`src/rtl/hgse_pkg.sv`:
```
// Package for the HTTP GET section extractor: types, codes and constants.
package hgse_pkg;

	// Capture limit default, in frame bytes
	localparam int unsigned MAX_FRAME_BYTES_DEF = 2048;

	// Configuration port
	localparam int unsigned APB_ADDR_W = 3;
	localparam int unsigned APB_DATA_W = 32;
	localparam logic REG_LINK_HDR = 1'b0;     // register index 0
	localparam logic [6:0] LINK_HDR_RESET = 7'd14;

	// Result queue
	localparam int unsigned QDEPTH = 4;
	localparam int unsigned QPTR_W = $clog2(QDEPTH);
	localparam int unsigned QCNT_W = $clog2(QDEPTH + 1);

	// Header and method constants
	localparam logic [5:0] MIN_HDR_LEN = 6'd20;
	localparam logic [7:0] CHAR_SPACE = 8'h20;
	localparam logic [7:0] CHAR_SLASH = 8'h2F;
	localparam logic [15:0] SECTION_START = 16'd4;
	localparam logic [15:0] METHOD_LEN = 16'd3;

	typedef enum logic [2:0] {
		PH_LINK    = 3'd0,
		PH_IP      = 3'd1,
		PH_TCP     = 3'd2,
		PH_METHOD  = 3'd3,
		PH_SECTION = 3'd4,
		PH_IDLE    = 3'd5
	} phase_t;

	typedef enum logic [2:0] {
		KIND_BYTE    = 3'd0,
		KIND_DONE    = 3'd1,
		KIND_BAD_IP  = 3'd2,
		KIND_BAD_TCP = 3'd3,
		KIND_TRUNC   = 3'd4
	} kind_t;

	typedef struct packed {
		logic [7:0] frame_byte;
		logic       frame_last;
	} in_item_t;

	typedef struct packed {
		kind_t      kind;
		logic [7:0] section_byte;
	} out_item_t;

	// Up to two results caused by one frame byte, in order
	typedef struct packed {
		logic [1:0] n;
		out_item_t  r0;
		out_item_t  r1;
	} res_pair_t;

	// Characters of the method word "GET"
	function automatic logic [7:0] get_char(input logic [1:0] idx);
		logic [7:0] c;
		case (idx)
			2'd0: c = 8'h47;
			2'd1: c = 8'h45;
			2'd2: c = 8'h54;
			default: c = 8'h00;
		endcase
		return c;
	endfunction

endpackage

```
`src/rtl/http_get_section_extractor_core.sv`:
```
// Top level of the HTTP GET section extractor: config register, input stage, parser, queue.
//
// Usage: feed captured frame bytes in order on the in channel (valid/ready),
// one request per byte, frame_last set on the final captured byte. Each byte
// gives zero, one or two results on the out channel (valid/ready), one per
// request: section characters of a GET request line (kind byte), then a
// done marker, or a bad ip / bad tcp header flag, or a truncated-frame flag.
// Path: a byte is held in the input register until the result queue has room,
// is then parsed into the queue, and its results are offered on the out
// channel from there.
// Throughput: one byte per cycle while the queue has room, set by the single
// parse step between the input register and the four-entry result queue. The input register drains
// only while the queue has two free slots, so when the receiver stalls the
// queue fills and in_ready drops; no result is lost or repeated.
// Reset: the link header length register returns to 14, the parser waits for
// link header byte 0 of a new frame, and both channels come up empty.
// The user must write the link header length (APB register 0) only between frames; the block does not enforce this.
module http_get_section_extractor_core #(
	parameter int unsigned MAX_FRAME_BYTES = hgse_pkg::MAX_FRAME_BYTES_DEF
) (
	input  logic                               clk,
	input  logic                               arst_n,
	// frame byte requests
	input  logic                               in_valid,
	output logic                               in_ready,
	input  hgse_pkg::in_item_t                 in_item,
	// result requests
	output logic                               out_valid,
	input  logic                               out_ready,
	output hgse_pkg::out_item_t                out_item,
	// configuration port
	input  logic                               psel,
	input  logic                               penable,
	input  logic                               pwrite,
	input  logic [hgse_pkg::APB_ADDR_W-1:0]    paddr,
	input  logic [hgse_pkg::APB_DATA_W-1:0]    pwdata,
	output logic [hgse_pkg::APB_DATA_W-1:0]    prdata,
	output logic                               pready
);
	import hgse_pkg::*;

	logic [6:0] link_hdr_q;   // link header length in bytes
	logic       v_s1;         // input register holds a byte
	in_item_t   item_s1;
	logic       room;         // queue can take a worst-case pair of results
	logic       step;         // parse the held byte this cycle
	res_pair_t  res;
	logic       reg_sel;

	// Register index comes from the word address
	assign reg_sel = paddr[APB_ADDR_W-1];
	assign pready = 1'b1;
	assign prdata = (reg_sel == REG_LINK_HDR) ? {{(APB_DATA_W-7){1'b0}}, link_hdr_q} : '0;

	always_ff @(posedge clk or negedge arst_n) begin
		if (!arst_n) begin
			link_hdr_q <= LINK_HDR_RESET;
		end else if (psel && penable && pwrite && pready && reg_sel == REG_LINK_HDR) begin
			link_hdr_q <= pwdata[6:0];
		end
	end

	// Advance the held byte whenever the queue has room; refill in the same cycle
	assign step = v_s1 && room;
	assign in_ready = !v_s1 || room;

	always_ff @(posedge clk or negedge arst_n) begin
		if (!arst_n) begin
			v_s1 <= 1'b0;
		end else if (in_ready) begin
			v_s1 <= in_valid;
		end
	end

	// Hold the payload until it is parsed
	always_ff @(posedge clk) begin
		if (in_valid && in_ready) begin
			item_s1 <= in_item;
		end
	end

	hgse_parse #(
		.MAX_FRAME_BYTES(MAX_FRAME_BYTES)
	) u_parse (
		.clk     (clk),
		.arst_n  (arst_n),
		.step    (step),
		.item    (item_s1),
		.link_hdr(link_hdr_q),
		.res     (res)
	);

	hgse_outq u_outq (
		.clk      (clk),
		.arst_n   (arst_n),
		.push     (step),
		.res      (res),
		.room     (room),
		.out_valid(out_valid),
		.out_ready(out_ready),
		.out_item (out_item)
	);

	a_step_needs_byte: assert property (@(posedge clk) disable iff (!arst_n)
		step |-> v_s1)
		else $error("parse step without a held byte");

	a_stall_holds_byte: assert property (@(posedge clk) disable iff (!arst_n)
		(v_s1 && !room) |=> (v_s1 && $stable(item_s1)))
		else $error("held byte lost during stall");

	a_cfg_write_lands: assert property (@(posedge clk) disable iff (!arst_n)
		(psel && penable && pwrite && reg_sel == REG_LINK_HDR) |=>
		(link_hdr_q == $past(pwdata[6:0])))
		else $error("link header register write lost");

endmodule

```
`src/rtl/hgse_parse.sv`:
```
// Frame parser: header walk, method check and section extraction per byte.
module hgse_parse #(
	parameter int unsigned MAX_FRAME_BYTES = hgse_pkg::MAX_FRAME_BYTES_DEF
) (
	input  logic              clk,
	input  logic              arst_n,
	input  logic              step,
	input  hgse_pkg::in_item_t item,
	input  logic [6:0]        link_hdr,
	output hgse_pkg::res_pair_t res
);
	import hgse_pkg::*;

	phase_t      phase_q, phase_d;
	logic [15:0] pos_q, pos_d;
	logic [5:0]  ihl_q, ihl_d;
	logic [15:0] itl_q, itl_d;
	logic [5:0]  thl_q, thl_d;
	logic [15:0] pp_q, pp_d;

	logic [16:0] ioff;
	logic [17:0] toff;
	logic [17:0] size;
	logic [17:0] pnext;
	logic        in_range;
	logic        cap_end;
	logic        size_ge3;
	logic        pay_end;

	assign ioff = {1'b0, pos_q} - {10'b0, link_hdr};
	assign toff = {2'b0, pos_q} - {11'b0, link_hdr} - {12'b0, ihl_q};
	assign size = {2'b0, itl_q} - {12'b0, ihl_q} - {12'b0, thl_q};
	assign pnext = {2'b0, pp_q} + 18'd1;
	assign in_range = {1'b0, pos_q} < 17'(MAX_FRAME_BYTES);
	assign cap_end = {1'b0, pos_q} >= 17'(MAX_FRAME_BYTES - 1);
	assign size_ge3 = !size[17] && (size >= {2'b0, METHOD_LEN});
	assign pay_end = $signed(pnext) >= $signed(size);

	always_comb begin
		phase_t     ph;
		logic       stop;
		out_item_t  r;
		logic [7:0] b;
		ph = phase_q;
		stop = 1'b0;
		b = item.frame_byte;
		r = '{kind: KIND_BYTE, section_byte: 8'h00};
		res = '{n: 2'd0, r0: r, r1: r};
		pos_d = pos_q;
		ihl_d = ihl_q;
		itl_d = itl_q;
		thl_d = thl_q;
		pp_d = pp_q;
		if (in_range) begin
			if (ph == PH_LINK && pos_q >= {9'b0, link_hdr}) begin
				ph = PH_IP;
			end
			case (ph)
				PH_IP: begin
					if (ioff == 17'd0) begin
						ihl_d = {b[3:0], 2'b00};
						if ({b[3:0], 2'b00} < MIN_HDR_LEN) begin
							res.r0 = '{kind: KIND_BAD_IP, section_byte: 8'h00};
							res.n = 2'd1;
							ph = PH_IDLE;
						end
					end else if (ioff == 17'd2) begin
						itl_d[15:8] = b;
					end else if (ioff == 17'd3) begin
						itl_d[7:0] = b;
					end
					if (ph == PH_IP && (ioff + 17'd1) == {11'b0, ihl_q}) begin
						ph = PH_TCP;
					end
				end
				PH_TCP: begin
					if (toff == 18'd12) begin
						thl_d = {b[7:4], 2'b00};
						if ({b[7:4], 2'b00} < MIN_HDR_LEN) begin
							res.r0 = '{kind: KIND_BAD_TCP, section_byte: 8'h00};
							res.n = 2'd1;
							ph = PH_IDLE;
						end
					end
					if (ph == PH_TCP && (toff[17] || toff >= 18'd12) &&
						(toff + 18'd1) == {12'b0, thl_q}) begin
						pp_d = 16'd0;
						ph = size_ge3 ? PH_METHOD : PH_IDLE;
					end
				end
				PH_METHOD, PH_SECTION: begin
					if (pp_q < METHOD_LEN) begin
						if (b != get_char(pp_q[1:0])) begin
							ph = PH_IDLE;
							stop = 1'b1;
						end
					end else if (pp_q >= SECTION_START) begin
						if (b == CHAR_SPACE || (b == CHAR_SLASH && pp_q > SECTION_START)) begin
							res.r0 = '{kind: KIND_DONE, section_byte: 8'h00};
							res.n = 2'd1;
							ph = PH_IDLE;
							stop = 1'b1;
						end else begin
							res.r0 = '{kind: KIND_BYTE, section_byte: b};
							res.n = 2'd1;
						end
					end
					if (!stop) begin
						if (pay_end) begin
							r = '{kind: KIND_DONE, section_byte: 8'h00};
							if (res.n == 2'd0) begin
								res.r0 = r;
							end else begin
								res.r1 = r;
							end
							res.n = res.n + 2'd1;
							ph = PH_IDLE;
						end else begin
							pp_d = pnext[15:0];
							if (pnext[15:0] >= SECTION_START) begin
								ph = PH_SECTION;
							end
						end
					end
				end
				default: begin
				end
			endcase
			pos_d = pos_q + 16'd1;
			if ((item.frame_last || cap_end) && ph != PH_IDLE) begin
				r = '{kind: KIND_TRUNC, section_byte: 8'h00};
				if (res.n == 2'd0) begin
					res.r0 = r;
				end else begin
					res.r1 = r;
				end
				res.n = res.n + 2'd1;
				ph = PH_IDLE;
			end
		end
		phase_d = ph;
		if (item.frame_last) begin
			pos_d = 16'd0;
			phase_d = PH_LINK;
		end
	end

	always_ff @(posedge clk or negedge arst_n) begin
		if (!arst_n) begin
			phase_q <= PH_LINK;
			pos_q <= 16'd0;
			ihl_q <= 6'd0;
			itl_q <= 16'd0;
			thl_q <= 6'd0;
			pp_q <= 16'd0;
		end else if (step) begin
			phase_q <= phase_d;
			pos_q <= pos_d;
			ihl_q <= ihl_d;
			itl_q <= itl_d;
			thl_q <= thl_d;
			pp_q <= pp_d;
		end
	end

	a_byte_only_in_payload: assert property (@(posedge clk) disable iff (!arst_n)
		(step && res.n != 2'd0 && res.r0.kind == KIND_BYTE) |->
		(phase_q == PH_METHOD || phase_q == PH_SECTION))
		else $error("section byte emitted outside payload");

	a_last_restarts_frame: assert property (@(posedge clk) disable iff (!arst_n)
		(step && item.frame_last) |=> (pos_q == 16'd0 && phase_q == PH_LINK))
		else $error("frame end did not restart parsing");

	a_no_result_after_idle: assert property (@(posedge clk) disable iff (!arst_n)
		(step && phase_q == PH_IDLE) |-> (res.n == 2'd0))
		else $error("result produced while idle in frame");

endmodule

```
`src/rtl/hgse_outq.sv`:
```
// Result queue: takes up to two results per cycle, hands out one per request.
module hgse_outq (
	input  logic                clk,
	input  logic                arst_n,
	input  logic                push,
	input  hgse_pkg::res_pair_t res,
	output logic                room,
	output logic                out_valid,
	input  logic                out_ready,
	output hgse_pkg::out_item_t out_item
);
	import hgse_pkg::*;

	out_item_t          q [QDEPTH];
	logic [QPTR_W-1:0]  wp_q;
	logic [QPTR_W-1:0]  rp_q;
	logic [QCNT_W-1:0]  cnt_q;
	logic [1:0]         push_n;
	logic               pop;

	assign push_n = push ? res.n : 2'd0;
	assign pop = out_valid && out_ready;
	assign out_valid = cnt_q != '0;
	assign out_item = q[rp_q];
	// Two free slots guarantee space for the worst case of one byte
	assign room = cnt_q <= QCNT_W'(QDEPTH - 2);

	always_ff @(posedge clk) begin
		if (push_n != 2'd0) begin
			q[wp_q] <= res.r0;
		end
		if (push_n == 2'd2) begin
			q[wp_q + QPTR_W'(1)] <= res.r1;
		end
	end

	always_ff @(posedge clk or negedge arst_n) begin
		if (!arst_n) begin
			wp_q <= '0;
			rp_q <= '0;
			cnt_q <= '0;
		end else begin
			wp_q <= wp_q + QPTR_W'(push_n);
			if (pop) begin
				rp_q <= rp_q + QPTR_W'(1);
			end
			cnt_q <= cnt_q + QCNT_W'(push_n) - QCNT_W'(pop);
		end
	end

	a_cnt_bound: assert property (@(posedge clk) disable iff (!arst_n)
		cnt_q <= QCNT_W'(QDEPTH))
		else $error("result queue count out of range");

	a_no_overflow: assert property (@(posedge clk) disable iff (!arst_n)
		(push_n != 2'd0) |-> (cnt_q <= QCNT_W'(QDEPTH) - QCNT_W'(push_n)))
		else $error("result queue overflow");

endmodule
```
`config.mk`:
```
export PLATFORM = sky130hd
export DESIGN_NAME = http_get_section_extractor_core
export DESIGN_NICKNAME = d
export VERILOG_FILES = /design/src/rtl/hgse_pkg.sv /design/src/rtl/http_get_section_extractor_core.sv /design/src/rtl/hgse_parse.sv /design/src/rtl/hgse_outq.sv
export SDC_FILE = /design/constraint.sdc
export NUM_CORES = 1
export LEC_CHECK = 0
export ABC_CLOCK_PERIOD_IN_PS = 9470
export BUFFER_PORTS_ARGS = -buffer_cell sky130_fd_sc_hd__buf_4
export CAP_MARGIN = 15
export CORE_ASPECT_RATIO = 1.4
export CORE_UTILIZATION = 50
export CTS_CLUSTER_SIZE = 12
export DETAILED_ROUTE_END_ITERATION = 10
export PLACE_DENSITY = 0.69
export SYNTH_ARGS = -nofsm -noshare
export SYNTH_HDL_FRONTEND = slang
export SYNTH_SLANG_ARGS = --single-unit
```
`constraint.sdc`:
```
create_clock -name clk -period 9.47 [get_ports clk]
set_input_delay 1.4205 -clock clk [delete_from_list [all_inputs] [get_ports clk]]
set_output_delay 1.4205 -clock clk [all_outputs]
set_load 0.05 [all_outputs]
```
==> impl_metrics.csv, run 1 <==
group,metric,value,unit
run_status,status,"finished clean",
sta,worst_slack,1.40,ns
detailed_routing,vias,9275,
sta,hold_ws,0.471,ns
logic_synthesis,synth_compound_area_frac,0.220,
grt,busiest_layer,"met2",
logic_synthesis,yosysTopAreaCellShare,0.169,
power_and_ir_drop,power-per-cell-area,224,nW/µm²
sta,max_freq,0.124,GHz
sta,timing.final.crit_share,0.853,
logic_synthesis,yosysSeqAreaShare,0.294,
finish,layout_commonest_cell,"nand2_1",
power_and_ir_drop,power.total,2.55,mW
die,core_area,20600,µm²
logic_synthesis,yosys.area_share.simple,0.248,
power_and_ir_drop,p_int,1.41,mW
setup_path,crit_path_end_kind,"flop",
sta,worst_clock_skew,0.0169,ns
detailed_routing,drc,0,
clocking,cts_resized,0,
setup_path,worstSetupPathType,"flop to flop",
finish,instances_no_fill,1504,
clocking,clock_latency,0.43,ns
setup_path,cp_data_arrival_time,8.37,ns
grt,grt_usage,0.260,
sta,worst_pin_slew,1.00,ns
clocking,post_cts_buffers,0,
clocking,numCtsBuffers,17,
finish,diodes,0,
logic_synthesis,yosys_warnings,0,
grt,met2_usage,0.462,
power_and_ir_drop,power_frac_clock,0.263,
power_and_ir_drop,p_sw_frac,0.448,
detailed_routing,routed_via_density,6.17,
logic_synthesis,synth_area_leaders,"dfrtp_1 17%, dfxtp_1 6.9%, ha_1 5.5%",
placed_design,placedCellCount,1472,
logic_synthesis,synth_edf_count,17,
sta,slew_headroom,0.333,
grt,grt_overflow_total,0,
clocking,cts_root_buffer,"clkbuf_16",
detailed_routing,ant_nets,0,
finish,fin_nets,1337,
finish,drive_gt1_frac,0.145,
clocking,numClockSinks,127,
clocking,cts_tree,"built",
placed_design,place_ws,1.51,ns
logic_synthesis,synth_cells,1226,
die,row_count,62,
finish,final_util,0.555,
grt,first_global_vias,8861,
sta,period_minus_slack,8.07,ns
die,die-height,173,µm
sta,grt_setup_unrepaired,"no",
detailed_routing,drt_iter0_drc,612,
grt,met3_usage,0.0306,
grt,grt_util_met1,0.309,
logic_synthesis,syn_area_per_cell,8.56,µm²
setup_path,worstPathRequired,9.76,ns
detailed_routing,routedWlPerCell,18.4,µm
clocking,hold_buffers,0,
clocking,clk_path_buf_depth,2,
finish,area_delta_synth_final,8.58,%
logic_synthesis,synth_top_family_by_area,"simple AND/OR/NAND/NOR gates",
setup_path,start_kind,"flop",
grt,antenna_found_initial,0,
sta,hold_viol,0,
logic_synthesis,yosys-mux-area-fraction,0.0456,
power_and_ir_drop,peakVddDrop,0.243,mV
setup_path,slowest_stage,"or4b_1",
logic_synthesis,yosysTopAreaCell,"dfrtp_1",
sta,setup_tns,0,ns
sta,final_max_slew_viol_count,0,
sta,setup_viol,0,
placed_design,gp_congestion,0.929,
die,start_util,0.511,
grt,grt_first_pass_wirelength,45.4,mm
logic_synthesis,syn-cell-area,10500,µm²
placed_design,hpwlAfterDp,20.9,mm
placed_design,portBuffers,43,
setup_path,critPathMaxStageDelay,0.59,ns
setup_path,crit_fanout,15,
logic_synthesis,yosysUniqueCellTypes,101,
grt,grt_max_degree,75,
power_and_ir_drop,p_leak,4.72,nW
placed_design,placed_area,10800,µm²
logic_synthesis,synthFlopType,"dfrtp_1",
detailed_routing,drt_wl_total,27.7,mm
clocking,h-tree-depth,4,
setup_path,crit_family,"compound AO/OA/AOI/OAI gates",
worst_hold_path,holdCritPathClass,"flop to flop",
logic_synthesis,synth_xor_area_frac,0.0559,
logic_synthesis,ys_seq_elements,127,
die,die-area,21600,µm²
run,cap_violations,0,
detailed_routing,dr.pass1.iters,5,
finish,final_area,11400,µm²
logic_synthesis,async_flop_share,0.583,
logic_synthesis,synth_fa_ha_area_frac,0.0643,
setup_path,critPathBufInv,6,
die,die_w,124,µm
power_and_ir_drop,switchingPower,1.14,mW
finish,layout_common_cells,"94 x nand2_1, 93 x nor2_1, 71 x dfrtp_1, 68 x inv_1, 63 x o21ai_0",
die,pin_count,97,
power_and_ir_drop,pwr-share-seq,0.292,
clocking,path_clk_slew,0.06,ns
power_and_ir_drop,pwr-share-comb,0.445,
==> metal layers <==
metal | up-vias | share of wire
met2 | 248 | 0.51
met1 | 4433 | 0.41
met5 | - | 0
li1 | 4525 | -
met4 | 0 | 0.037
met3 | 69 | 0.034
==> cell type report <==
type	instances	area (µm²)
clock buffers	19	454
clock inverters	13	140
fillers	1870	9160
inverters	70	263
multi-input cells	969	6760
flip-flops and latches	127	3090
well taps	256	320
repair buffers	50	375
==> Yosys cell counts (all sizes together), types with 6 or more instances <==
| cell type | instances |
|---|---|
| nand3 | 59 |
| o211ai | 23 |
| a31oi | 10 |
| xor2 | 29 |
| and3 | 12 |
| dfrtp | 71 |
| a41o | 6 |
| clkbuf | 36 |
| ha | 46 |
| or4 | 10 |
| nor4b | 7 |
| a32o | 7 |
| nor4 | 24 |
| o21a | 6 |
| nand2b | 15 |
| edfxtp | 17 |
| nand4b | 6 |
| nor2b | 12 |
| buf | 48 |
| a21o | 13 |
| mux2 | 17 |
| a21boi | 8 |
| nor2 | 98 |
| o32ai | 13 |
| mux4 | 11 |
| or3 | 12 |
| a21oi | 69 |
| or2 | 13 |
| o21ai | 95 |
| xnor2 | 38 |
| o31ai | 11 |
| nand2 | 96 |
| inv | 70 |
| a211oi | 12 |
| nand4 | 39 |
| nor3 | 36 |
| and2 | 14 |
| dfxtp | 36 |
==> worst register-to-register path, delay by kind of cell, from the launching register on <==
family                   cells  cell delay (ns)
AO/OA/AOI/OAI               12             2.54
AND/OR/NAND/NOR              8             2.33
adder cells (fa/ha/maj)      5             1.56
buffers and inverters        6             0.83
flip-flops                   1             0.47
XOR/XNOR                     1             0.20
==> sequential cells by signal (all words and copies together) (netlist names) <==
| register | flops |
|---|---|
| u_parse.pp_q | 16 |
| u_parse.phase_q | 3 |
| u_parse.ihl_q | 4 |
| u_parse.thl_q | 4 |
| u_outq.q | 44 |
| u_outq.wp_q | 2 |
| u_parse.itl_q | 16 |
| u_parse.pos_q | 16 |
| u_outq.rp_q | 2 |
| v_s1 | 1 |
| u_outq.cnt_q | 3 |
| link_hdr_q | 7 |
| item_s1 | 9 |
==> cell families (layout without fill, tap and decap cells) <==
| logic type | count (synthesis) | count (layout) |
|---|---|---|
| AND/OR/NAND/NOR | 470 | 470 |
| AO/OA/AOI/OAI | 323 | 323 |
| buffers and inverters | 154 | 152 |
| flip-flops | 127 | 127 |
| XOR/XNOR | 67 | 67 |
| adder cells (fa/ha/maj) | 51 | 51 |
| multiplexers | 32 | 32 |
| other | 2 | 26 |
==> worst paths after layout <==
kind,end,depth (start not counted),slack [ns],from
worst max-delay path,u_outq.q[0][6]$_SDFFE_PP0P_,32,1.40,u_parse.ihl_q[3]$_DFFE_PN0P_
worst min-delay path,u_outq.q[3][9]$_SDFFE_PP0P_,2,0.47,u_outq.q[3][9]$_SDFFE_PP0P_
worst max register to register,u_outq.q[0][6]$_SDFFE_PP0P_,32,1.40,u_parse.ihl_q[3]$_DFFE_PN0P_
worst min register to register,u_outq.q[3][9]$_SDFFE_PP0P_,2,0.47,u_outq.q[3][9]$_SDFFE_PP0P_
max in group asynchronous,u_parse.pos_q[14]$_DFFE_PN0P_,1,7.66,arst_n
min in group asynchronous,u_parse.itl_q[5]$_DFFE_PN0P_,1,1.13,arst_n
==> power groups by stage <==
stage	Clock [mW]	Sequential (mW)	Combinational [mW]
6_report	0.670	0.746	1.14
5_1_grt	0.694	0.759	1.24
4_1_cts	0.674	0.745	1.13
3_5_place_dp	0	0.755	1.12
3_3_place_gp	0	0.752	1.11
2_1_floorplan	0	0.700	0.936
No activity file was read; power rests on OpenSTA's default activity.
==> inputs of run 2 (changes only) <==
--- a/config.mk
+++ b/config.mk
@@ -12,6 +12,7 @@
 export CORE_UTILIZATION = 50
 export CTS_CLUSTER_SIZE = 12
 export DETAILED_ROUTE_END_ITERATION = 10
+export GPL_TIMING_DRIVEN = 0
 export PLACE_DENSITY = 0.69
 export SYNTH_ARGS = -nofsm -noshare
 export SYNTH_HDL_FRONTEND = slang
==> impl_metrics.csv, run 2 (same netlist as run 1, synthesis figures left out) <==
group,metric,value,unit
setup_path,critPathBufInv,7,
finish,layout_common_cells,"94 x nand2_1, 93 x nor2_1, 71 x buf_4, 71 x dfrtp_1, 68 x inv_1",
finish,register_area,3090,µm²
clocking,clk_path_buf_depth,2,
placed_design,portBuffers,43,
grt,grt_overflow_total,0,
setup_path,start_kind,"flop",
setup_path,worstPathRequired,9.61,ns
power_and_ir_drop,peakVddDrop,0.199,mV
sta,period_minus_slack,7.93,ns
die,die_w,124,µm
die,die-height,173,µm
power_and_ir_drop,p_leak,4.94,nW
detailed_routing,routed_via_density,6.03,
clocking,post_cts_buffers,0,
detailed_routing,ant_nets,0,
grt,grt_usage,0.270,
sta,hold_viol,0,
power_and_ir_drop,pwr-share-comb,0.473,
power_and_ir_drop,power.total,2.58,mW
power_and_ir_drop,p_int,1.46,mW
power_and_ir_drop,power_frac_clock,0.247,
power_and_ir_drop,switchingPower,1.12,mW
run,cap_violations,0,
setup_path,crit_family,"compound AO/OA/AOI/OAI gates",
die,core_area,20600,µm²
placed_design,hpwlAfterDp,22.1,mm
placed_design,gp_congestion,0.930,
setup_path,cp_data_arrival_time,8.07,ns
sta,max_freq,0.126,GHz
power_and_ir_drop,p_sw_frac,0.433,
clocking,path_clk_slew,0.06,ns
die,start_util,0.511,
power_and_ir_drop,pwr-share-seq,0.280,
setup_path,slowest_stage,"a21oi_1",
clocking,numClockSinks,127,
finish,drive_gt1_frac,0.164,
finish,fillers,1891,
grt,grt_first_pass_wirelength,46.7,mm
finish,layout_commonest_cell,"nand2_1",
detailed_routing,vias,9539,
die,pin_count,97,
sta,worst_pin_slew,1.01,ns
finish,diodes,0,
clocking,numCtsBuffers,17,
setup_path,crit_path_end_kind,"flop",
finish,area_delta_synth_final,12.5,%
power_and_ir_drop,power-per-cell-area,218,nW/µm²
setup_path,critPathMaxStageDelay,0.62,ns
sta,grt_setup_unrepaired,"no",
clocking,hold_buffers,0,
setup_path,worstSetupPathType,"flop to flop",
detailed_routing,routedWlPerCell,18.0,µm
finish,largest_register_ffs,44,
grt,grt_max_degree,75,
detailed_routing,drc,0,
sta,setup_viol,0,
setup_path,crit_fanout,9,
sta,setup_tns,0,ns
die,die-area,21600,µm²
sta,slew_headroom,0.330,
grt,first_global_vias,9439,
worst_hold_path,holdCritPathClass,"flop to flop",
clocking,cts_resized,0,
finish,multi_input_area,6760,µm²
detailed_routing,dr.pass1.iters,6,
finish,largest_register,"u_outq.q",
sta,final_max_slew_viol_count,0,
grt,antenna_found_initial,0,
detailed_routing,drt_wl_total,28.5,mm
clocking,cts_tree,"built",
run_status,status,"finished clean",
clocking,cts_root_buffer,"clkbuf_16",
detailed_routing,drt_iter0_drc,566,
clocking,clock_latency,0.43,ns
sta,timing.final.crit_share,0.838,
finish,fin_nets,1415,
clocking,h-tree-depth,4,
die,row_count,62,
sta,worst_clock_skew,0.0136,ns
==> run 2: worst register-to-register path, delay by kind of cell (launching register included) <==
family                     cells  cell delay, ns
buffers and inverters          7            0.83
DFF                            1            0.50
adders and majority gates      5            1.55
AOI/OAI and AO/OA             12            2.85
and+or+nand+nor                8            1.73
xor gates and xnor gates       1            0.20
==> run 2: layer usage <==
metal  global-route usage  wire length, µm  vias to the layer above
li1                     -                -                     4674
met5                    0                0                        -
met3               0.0398              936                       70
met1                0.312            11900                     4535
met2                0.476            14300                      260
met4                0.146             1320                        0
==> run 2: worst paths after layout <==
path	from	end	slack, ns	cells after the start
max	u_parse.ihl_q[3]$_DFFE_PN0P_	u_outq.q[3][10]$_DFFE_PP_	1.54	33
min	u_outq.q[0][9]$_SDFFE_PP0P_	u_outq.q[0][9]$_SDFFE_PP0P_	0.47	2
max reg2reg	u_parse.ihl_q[3]$_DFFE_PN0P_	u_outq.q[3][10]$_DFFE_PP_	1.54	33
min reg2reg	u_outq.q[0][9]$_SDFFE_PP0P_	u_outq.q[0][9]$_SDFFE_PP0P_	0.47	2
max in group asynchronous	arst_n	u_parse.pos_q[9]$_DFFE_PN0P_	7.66	1
min in group asynchronous	arst_n	u_parse.itl_q[7]$_DFFE_PN0P_	1.13	1
==> run 2: cell type report <==
cell class,count,share of cell area
buffer,84,0.0411
clock buffer,22,0.0384
clock inverter,10,0.00985
inverter,70,0.0222
multi-input combinational,969,0.572
sequential,127,0.261
tap,256,0.0271
timing repair buffer,44,0.0277
==> run 2: through the flow <==
step           hold slack [ns]  utilization  cells  cell area [µm²]  worst slack, ns
2_1_floorplan            0.433            -   1250            10600             2.79
3_3_place_gp             0.459        0.546   1549            11200             1.71
3_5_place_dp             0.461        0.547   1549            11200             1.64
4_1_cts                  0.475        0.574   1581            11800             1.62
5_1_grt                  0.486        0.575   1582            11800             1.04
6_report                 0.471        0.575   1582            11800             1.54
==> run 2: power groups by stage <==
stage | logic (mW) | registers [mW] | clock network (mW)
finish | 1.22 | 0.722 | 0.638
global route | 1.33 | 0.734 | 0.673
CTS | 1.21 | 0.721 | 0.646
detailed placement | 1.21 | 0.731 | 0
global placement | 1.19 | 0.728 | 0
floorplan | 0.936 | 0.700 | 0
==> inputs of run 3 (changes only) <==
--- a/config.mk
+++ b/config.mk
@@ -5,7 +5,8 @@
 export SDC_FILE = /design/constraint.sdc
 export NUM_CORES = 1
 export LEC_CHECK = 0
-export ABC_CLOCK_PERIOD_IN_PS = 9470
+export ABC_AREA = 1
+export ABC_CLOCK_PERIOD_IN_PS = 6910
 export BUFFER_PORTS_ARGS = -buffer_cell sky130_fd_sc_hd__buf_4
 export CAP_MARGIN = 15
 export CORE_ASPECT_RATIO = 1.4
@@ -13,7 +14,7 @@
 export CTS_CLUSTER_SIZE = 12
 export DETAILED_ROUTE_END_ITERATION = 10
 export GPL_TIMING_DRIVEN = 0
-export PLACE_DENSITY = 0.69
+export PLACE_DENSITY = 0.72
 export SYNTH_ARGS = -nofsm -noshare
 export SYNTH_HDL_FRONTEND = slang
 export SYNTH_SLANG_ARGS = --single-unit
==> constraint.sdc (replaced) <==
create_clock -name clk -period 6.91 [get_ports clk]
set_input_delay 1.0365 -clock clk [delete_from_list [all_inputs] [get_ports clk]]
set_output_delay 1.0365 -clock clk [all_outputs]
set_load 0.05 [all_outputs]
==> impl_metrics.csv, run 3 <==
group,metric,value,unit
run_status,status,"finished clean",
finish,fillers,1869,
sta,worst_pin_slew,0.995,ns
logic_synthesis,yosysSeqAreaShare,0.313,
sta,slew_headroom,0.337,
finish,final_area,11200,µm²
placed_design,place_ws,0.509,ns
clocking,path_clk_slew,0.06,ns
power_and_ir_drop,power-per-cell-area,359,nW/µm²
run,cap_violations,0,
die,die_w,121,µm
logic_synthesis,yosysUniqueCellTypes,50,
sta,setup_viol,0,
clocking,cts_root_buffer,"clkbuf_16",
clocking,cts_tree,"built",
setup_path,r2r_cells,40,
logic_synthesis,netlist_top_cells_count,"362 x nand2_1, 227 x nor2_1, 222 x inv_1",
worst_hold_path,holdCritPathClass,"flop to flop",
setup_path,crit_family,"adder cells",
power_and_ir_drop,power.total,4.01,mW
sta,hold_ws,0.460,ns
logic_synthesis,synth.most_common_cell,"nand2_1",
sta,worst_clock_skew,0.00863,ns
finish,largest_register,"u_outq.q",
setup_path,cp_data_arrival_time,6.60,ns
logic_synthesis,synth_cells,1509,
power_and_ir_drop,p_leak,5.86,nW
logic_synthesis,async_flop_share,0.583,
setup_path,cp_common_cell,"nand2_1",
grt,antenna_found_initial,0,
clocking,post_cts_buffers,0,
setup_path,worstSetupPathType,"flop to flop",
finish,final_util,0.579,
logic_synthesis,yosys_warnings,0,
setup_path,critPathBufInv,3,
grt,grt_max_degree,75,
setup_path,reg2reg_slack,0.63,ns
setup_path,crit_fanout,5,
detailed_routing,drt_iter0_drc,746,
setup_path,crit_path_end_kind,"flop",
die,pin_count,97,
setup_path,timing.rr.end,"u_outq.cnt_q[2]$_DFF_PN0_",
grt,grt_overflow_total,0,
logic_synthesis,synth_edf_count,17,
finish,drive_gt1_frac,0.0996,
clocking,clock_latency,0.43,ns
finish,largest_register_ffs,44,
grt,grt_usage,0.272,
die,start_util,0.512,
detailed_routing,drc,0,
grt,busiest_layer,"met2",
setup_path,start_kind,"flop",
placed_design,placedCellCount,1823,
power_and_ir_drop,peakVddDrop,0.279,mV
sta,worst_slack,0.626,ns
clocking,h-tree-depth,4,
logic_synthesis,ys_seq_elements,127,
finish,instances_no_fill,1855,
finish,area_delta_synth_final,13.2,%
logic_synthesis,synthFlopType,"dfrtp_1",
placed_design,placed_area,10600,µm²
logic_synthesis,synth_area_leaders,"dfrtp_1 18%, nand2_1 14%, nor2_1 8.6%",
die,die-height,168,µm
placed_design,gp_congestion,0.912,
placed_design,hpwlAfterDp,20.7,mm
logic_synthesis,syn-cell-area,9870,µm²
logic_synthesis,syn_area_per_cell,6.54,µm²
sta,final_max_slew_viol_count,0,
worst_hold_path,min_to,"u_outq.q[2][4]$_SDFFE_PP0P_",
die,die-area,20300,µm²
clocking,hold_buffers,0,
grt,first_global_vias,9320,
placed_design,portBuffers,42,
sta,period_minus_slack,6.28,ns
finish,layout_common_cells,"362 x nand2_1, 227 x nor2_1, 222 x inv_1, 131 x nand3_1, 81 x o21ai_0",
sta,hold_viol,0,
worst_hold_path,min_from,"u_outq.q[2][4]$_SDFFE_PP0P_",
logic_synthesis,yosysTopAreaCellShare,0.180,
clocking,clk_path_buf_depth,2,
die,row_count,60,
finish,layout_commonest_cell,"nand2_1",
grt,met2_usage,0.487,
sta,max_freq,0.159,GHz
grt,grt_util_met1,0.308,
detailed_routing,ant_nets,0,
die,core_area,19300,µm²
detailed_routing,routedWlPerCell,14.2,µm
clocking,numClockSinks,127,
setup_path,regToRegStartpoint,"u_parse.ihl_q[2]$_DFFE_PN0P_",
finish,diodes,0,
detailed_routing,dr.pass1.iters,6,
logic_synthesis,yosysTopAreaCell,"dfrtp_1",
grt,grt_first_pass_wirelength,43.6,mm
sta,setup_tns,0,ns
grt,met3_usage,0.0407,
detailed_routing,drt_wl_total,26.3,mm
setup_path,critPathMaxStageDelay,0.43,ns
detailed_routing,vias,9753,
setup_path,worstPathRequired,7.23,ns
finish,fin_nets,1696,
sta,timing.final.crit_share,0.909,
worst_hold_path,holdPathStages,2,
sta,grt_setup_unrepaired,"no",
setup_path,slowest_stage,"dfrtp_1",
detailed_routing,routed_via_density,5.26,
clocking,numCtsBuffers,17,
-- run 3: changes by cell type after synthesis, moves of 20 or more --
cell,before,now
nand3_1,57,131
nand2_1,94,362
nor2_1,93,227
o22ai_1,5,25
inv_1,68,222
o211ai_1,21,1
o21ai_1,28,2
xnor2_1,38,9
-- run 3: cell families (layout without fill, tap and decap cells) --
group	count (synthesis)	count (layout)	synth area share
flip-flops	127	127	0.313
adder cells (fa/ha/maj)	51	51	0.0684
AO/OA/AOI/OAI	174	174	0.0992
XOR/XNOR	31	31	0.0283
buffers and inverters	285	359	0.121
AND/OR/NAND/NOR	839	839	0.369
other	2	26	0.000761
-- run 3: report_power, final --
| part | internal, mW | switching (mW) | total (mW) |
|---|---|---|---|
| Combinational | 0.621 | 1.43 | 2.05 |
| Clock | 0.505 | 0.380 | 0.886 |
| Sequential | 0.959 | 0.118 | 1.08 |
-- run 3: worst max-delay path by stage --
stage	from	to	slack, ns	cells after the start
5_1_grt	u_parse.ihl_q[2]$_DFFE_PN0P_	u_outq.cnt_q[2]$_DFF_PN0_	0.002	40
4_1_cts	u_parse.ihl_q[2]$_DFFE_PN0P_	u_outq.cnt_q[2]$_DFF_PN0_	0.47	40
2_1_floorplan	u_parse.ihl_q[2]$_DFFE_PN0P_	u_outq.cnt_q[2]$_DFF_PN0_	1.35	40
3_3_place_gp	u_parse.ihl_q[2]$_DFFE_PN0P_	u_outq.cnt_q[2]$_DFF_PN0_	0.60	40
3_5_place_dp	u_parse.ihl_q[2]$_DFFE_PN0P_	u_outq.cnt_q[2]$_DFF_PN0_	0.51	40
6_report	u_parse.ihl_q[2]$_DFFE_PN0P_	u_outq.cnt_q[2]$_DFF_PN0_	0.63	40
-- run 3: timing repair --
item / in CTS / in global routing
endpoints found under the setup margin: 0 / 9
gates resized for setup: 0 / 3
hold endpoints to repair: 0 / 0
-- run 3: worst reg2reg max path: cells and delay by family (launching register included) --
family,cells,cell delay (ns)
xor+xnor,3,0.53
simple gates,21,1.76
fa+ha+maj,8,2.56
compound gates,5,0.72
buf+inv,3,0.17
flops,1,0.43
-- run 3: final cells by class --
class / instances / area, µm² / share of cell area
clock buffer: 17 / 425 / 0.0381
inverter: 231 / 867 / 0.0776
clock inverter: 15 / 148 / 0.0132
tap: 248 / 310 / 0.0278
timing repair buffer: 42 / 315 / 0.0282
buffer: 54 / 330 / 0.0296
multi-input combinational: 1121 / 5690 / 0.509
sequential: 127 / 3090 / 0.276
-- run 3: metal layers --
layer	share of wire	up-vias	routed length, µm
met1	0.40	4419	10700
li1	-	4995	-
met5	0	-	0
met3	0.038	72	1010
met4	0.045	0	1180
met2	0.51	267	13500
